===== config.mk =====
export PLATFORM = sky130hd
export DESIGN_NAME = b2cg_dist
export DESIGN_NICKNAME = d
export VERILOG_FILES = /design/src/sv/block_to_colored_glyph_top_macros.svh /design/src/sv/b2cg_pkg.sv /design/src/sv/b2cg_dist.sv
export SDC_FILE = /design/constraint.sdc
export NUM_CORES = 1
export LEC_CHECK = 0
export ABC_CLOCK_PERIOD_IN_PS = 17700
export BUFFER_PORTS_ARGS = -buffer_cell sky130_fd_sc_hd__buf_4
export CORE_ASPECT_RATIO = 1.25
export CORE_UTILIZATION = 50
export DETAILED_ROUTE_END_ITERATION = 10
export GPL_TIMING_DRIVEN = 0
export PLACE_DENSITY = 0.65
export SLEW_MARGIN = 10
export SYNTH_ARGS = -nofsm -noshare
export SYNTH_HDL_FRONTEND = slang
export SYNTH_SLANG_ARGS = --single-unit

===== constraint.sdc =====
create_clock -name vclk -period 17.7
set_input_delay 3.54 -clock vclk [all_inputs]
set_output_delay 3.54 -clock vclk [all_outputs]
set_load 0.01 [all_outputs]

===== src/sv/block_to_colored_glyph_top_macros.svh =====
// assertion macros for the block-to-glyph converter
// expects i_clk and i_rst_n in the scope of use
`ifndef BLOCK_TO_COLORED_GLYPH_TOP_MACROS_SVH
`define BLOCK_TO_COLORED_GLYPH_TOP_MACROS_SVH
`ifndef SYNTH
`define B2CG_ASSERT_NOW(lbl, pre, post) \
    lbl: assert property (@(posedge i_clk) disable iff (!i_rst_n) (pre) |-> (post)) \
        else $error("assertion failed");
`define B2CG_ASSERT_NEXT(lbl, pre, post) \
    lbl: assert property (@(posedge i_clk) disable iff (!i_rst_n) (pre) |=> (post)) \
        else $error("assertion failed");
`else
`define B2CG_ASSERT_NOW(lbl, pre, post)
`define B2CG_ASSERT_NEXT(lbl, pre, post)
`endif
`endif


===== src/sv/b2cg_pkg.sv =====
// shared types, command codes and widths of the block-to-glyph converter
// no dependencies
`default_nettype none
package b2cg_pkg;
    localparam int PALETTE_ENTRIES_DEF = 16;
    localparam int TGT_W = 11;
    localparam int DIST_W = 22;
    localparam int BEST_W = 24;
    localparam logic [BEST_W-1:0] DIST_START = 24'hffffff;
    localparam logic [23:0] CHANNEL_KEEP = 24'hfcfcfc;

    localparam logic [1:0] CMD_LOAD_PAL = 2'd0;
    localparam logic [1:0] CMD_LOAD_GLYPH = 2'd1;
    localparam logic [1:0] CMD_CONVERT = 2'd2;

    typedef logic signed [TGT_W-1:0] t_chan_tgt;
    typedef t_chan_tgt [2:0] t_target;

    typedef enum logic [5:0] {
        ST_IDLE   = 6'b000001,
        ST_SCAN1  = 6'b000010,
        ST_PRIM   = 6'b000100,
        ST_SCAN2  = 6'b001000,
        ST_GLYPH  = 6'b010000,
        ST_OUT    = 6'b100000
    } t_state;

    function automatic logic [7:0] chan(input logic [23:0] color, input logic [1:0] k);
        logic [7:0] r;
        r = 8'(color >> (8 * k));
        return r;
    endfunction
endpackage
`default_nettype wire


===== src/sv/b2cg_dist.sv =====
// squared distance between a palette color and a signed three-channel target
// depends on b2cg_pkg
`default_nettype none
module b2cg_dist (
    input  wire logic [23:0]                 i_color,
    input  wire b2cg_pkg::t_target           i_target,
    output logic [b2cg_pkg::DIST_W-1:0]      o_dist
);
    import b2cg_pkg::*;

    logic signed [11:0] e [3];
    logic signed [23:0] sq [3];

    always_comb begin
        o_dist = '0;
        for (int k = 0; k < 3; k++) begin
            e[k] = $signed({4'b0000, chan(i_color, 2'(k))})
                 - $signed({i_target[k][TGT_W-1], i_target[k]});
            sq[k] = e[k] * e[k];
            o_dist = o_dist + DIST_W'($unsigned(sq[k]));
        end
    end
endmodule
`default_nettype wire

# Word level (Yosys, flattened, before mapping)
# Index checks and enable logic that the tools add are counted.
# totals
regBits	0
latch_bits	0
mem_bits_rw	0
mem_bits_ro	0
inputBits	57
out_inout_bits	22
elab_cells	8
mem_count	0
# classes
n_addsub	5
n_mul	3
div_mod_pow	0
magnitude_cmp	0
eq_ne	0
shifts	0
n_mux	0
n_bitwise	0
n_reduce_logical	0
# ops
op	count
$mul A12 B12 Y22	3
$add A22 B22 Y22	2
$sub A9 B11 Y12	3

# Longest topological paths before layout
# depth
word_depth	4
mapped_depth	36
ltp_nobuf	36

# Least setup slack after synthesis
# Ideal clock, no wire load.
# synth_timing
path_type	input to output
start	input i_color[0]
end	output o_dist[21] (netlist bit)
arrival_time_ns	11.863
required_ns	14.160
path_slack_ns	2.297
stages	33
n_path_buf	1
path_cell_list	inv_1 > ha_1 > inv_1 > fa_1 > a21o_1 > a21oi_1 > o21bai_1 > a21oi_1 > o21bai_1 > a21oi_1 > xnor2_1 > clkbuf_1 > nor2_1 > fa_1 > inv_1 > fa_1 > fa_1 > fa_1 > inv_1 > fa_1 > inv_1 > fa_1 > fa_1 > inv_1 > fa_1 > ha_1 > o21a_1 > o21ai_0 > nor4_1 > nor3_2 > o31ai_1 > xnor2_1 > xnor3_1
# synth_between
elab_chain_cells	4
# synth_lines
item	line_no	text
start, declared	b2cg_dist.sv:5	input wire logic [23:0] i_color,
$sub A9 B11 Y12	b2cg_dist.sv:18	- $signed({i_target[k][TGT_W-1], i_target[k]});
$mul A12 B12 Y22	b2cg_dist.sv:19	sq[k] = e[k] * e[k];
$add A22 B22 Y22 (2 in a row)	b2cg_dist.sv:20	o_dist = o_dist + DIST_W'($unsigned(sq[k]));
end, declared	b2cg_dist.sv:7	output logic [b2cg_pkg::DIST_W-1:0] o_dist
# Every way passes these cells.

# Worst setup path in the final report
# Ends and elaborated chain as after synthesis.

==> metrics.yaml <==
required_ns: 14.16
dpl.hpwl_mm: 30.3
syn-num-nets: 2230
die-area_sq_mm: 0.0303
vias: 10542
critPathTopFamily: "adder cells"
fin_nets: 2310
cts_resized: 0
grt_pass1_vias: 11617
place_inst: 2107
maxSlewHeadroom_pct: 25.2
drt-initial-drc-count: 445
start_kind: "input port"
rsz0062_at_grt: "false"
report.final.setup_viol: 0
path_class: "input port to output pin"
n_sequential_cell: 0
area_delta_synth_final_pct: 7.35
seq_area_frac_synth_pct: 0
final_cell_mix: "inv_1 (539), fa_1 (399), ha_1 (141)"
synthXorXnorAreaFrac_pct: 5.07
regArea_sq_um: 0
cts_hold_buf: 0
grt_pass1_wl_mm: 56.2
muxShareOfSynthArea_pct: 0.0930
ys_types: 49
diodes: 0
synth_area_sq_mm: 0.0148
wirelength_mm: 33.2
wl_per_cell_um: 15.8
layout_commonest_cell: "inv_1"
outcome: "completed"
yosysWarnings: 0
arrival_ns: 13.52
maxCapViolations: 0
rows: 70
cp_num_buf_inv: 9
critPathMaxFanout: 10
synth_compound_area_share_pct: 4.30
synthCells: 1633
grt_max_degree: 13
worstMarginPinSlew_ns: 1.11
synth_top_family_by_area: "adder cells"
slowest_delay_ns: 0.63
worstSetupEndpointType: "output pin"
dr.pass1.iters: 5
start_util_pct: 50.7
drc: 0
holdCritPathClass: "input port to output pin"
crit_path_frequent_cell: "fa_1"
dieWidth_um: 156
track_usage_pct: 23.9
synth_simple_gate_area_share_pct: 9.73
port_buffers: 78
overflow: 0
period_needed_ns: 17.06
maxSlewViolCount: 0
worst_path_max_delay_cell: "nor4_1"
vias_per_cell: 5.00
antenna_found_initial: 0
setup_ws_ns: 0.642
num-clock-buffers: 0
place_ws_ns: 0.668
hold_viol_final: 0
die_h_um: 194
layout-drive-gt1-share_pct: 6.43
io_pins: 79
gp_congestion: 0.881
hold_slack_ns: 7.63
synth_adder_area_share_pct: 65.9
max_freq_mhz: 58.6
coreArea_sq_mm: 0.0292
syn_avg_cell_area_sq_um: 9.06
fin_crit_sh_pct: 96.4
final_cells: 2107
drtAntennaViolNets: 0
post_cts_buffers: 0
setup_tns_ns: 0
[worst min-delay path: stages]
cell,delay (ns)
buf_4,0.10
nor2_1,0.08
xnor3_1,0.21
buf_4,0.16
[worst paths after layout]
path	startpoint	end	slack (ns)	cells after the start
max	i_color[0]	o_dist[21]	0.64	36
min	i_target[10]	o_dist[21]	7.63	4
[metal layers]
metal / GRT usage [%] / wire, um / vias up
met5: 0 / 0 / -
met4: 6.43 / 1130 / 0
li1: - / - / 4828
met2: 46.3 / 19000 / 243
met3: 1.07 / 1140 / 64
met1: 28.3 / 12000 / 5407
[cells by family (layout without fill, tap and decap cells)]
family | after synthesis | in the layout
buffers and inverters | 587 | 665
adder cells (fa/ha/maj) | 540 | 540
AND/OR/NAND/NOR | 325 | 325
AO/OA/AOI/OAI | 99 | 99
XOR/XNOR | 80 | 80
other | 1 | 1
multiplexers | 1 | 1
[cells in the mapped netlist, types with 7 or more instances]
master | number | area [sq um]
a21oi_1 | 39 | 195
o21ai_0 | 7 | 35.0
fa_1 | 399 | 7990
inv_1 | 539 | 2020
and2_1 | 8 | 50.1
nor2_1 | 135 | 507
nand2_1 | 90 | 338
nand3_1 | 9 | 45.0
xnor2_1 | 57 | 499
nor3_1 | 29 | 145
xor2_1 | 18 | 158
inv_2 | 20 | 75.1
a21o_1 | 8 | 60.1
or3_1 | 11 | 68.8
o21bai_1 | 13 | 97.6
o21a_1 | 7 | 52.6
clkbuf_1 | 24 | 90.1
or2_1 | 14 | 87.6
ha_1 | 141 | 1760
[through the flow]
step                area, sq um  utilization (%)
floorplan                 14800                -
global placement          15900             54.5
detailed placement        15900             54.5
CTS                       15900             54.5
global route              15900             54.5
finish                    15900             54.5
[layout make-up]
cell class | instances | area (sq um)
Fill cell | 2795 | 13300
Timing Repair Buffer | 78 | 586
Inverter | 561 | 2110
Multi-Input combinational cell | 1046 | 12600
Buffer | 26 | 97.6
Tap cell | 396 | 495
Power is not shown: default switching activity piles up to over one toggle a cycle in this logic, so the estimate is an artifact.
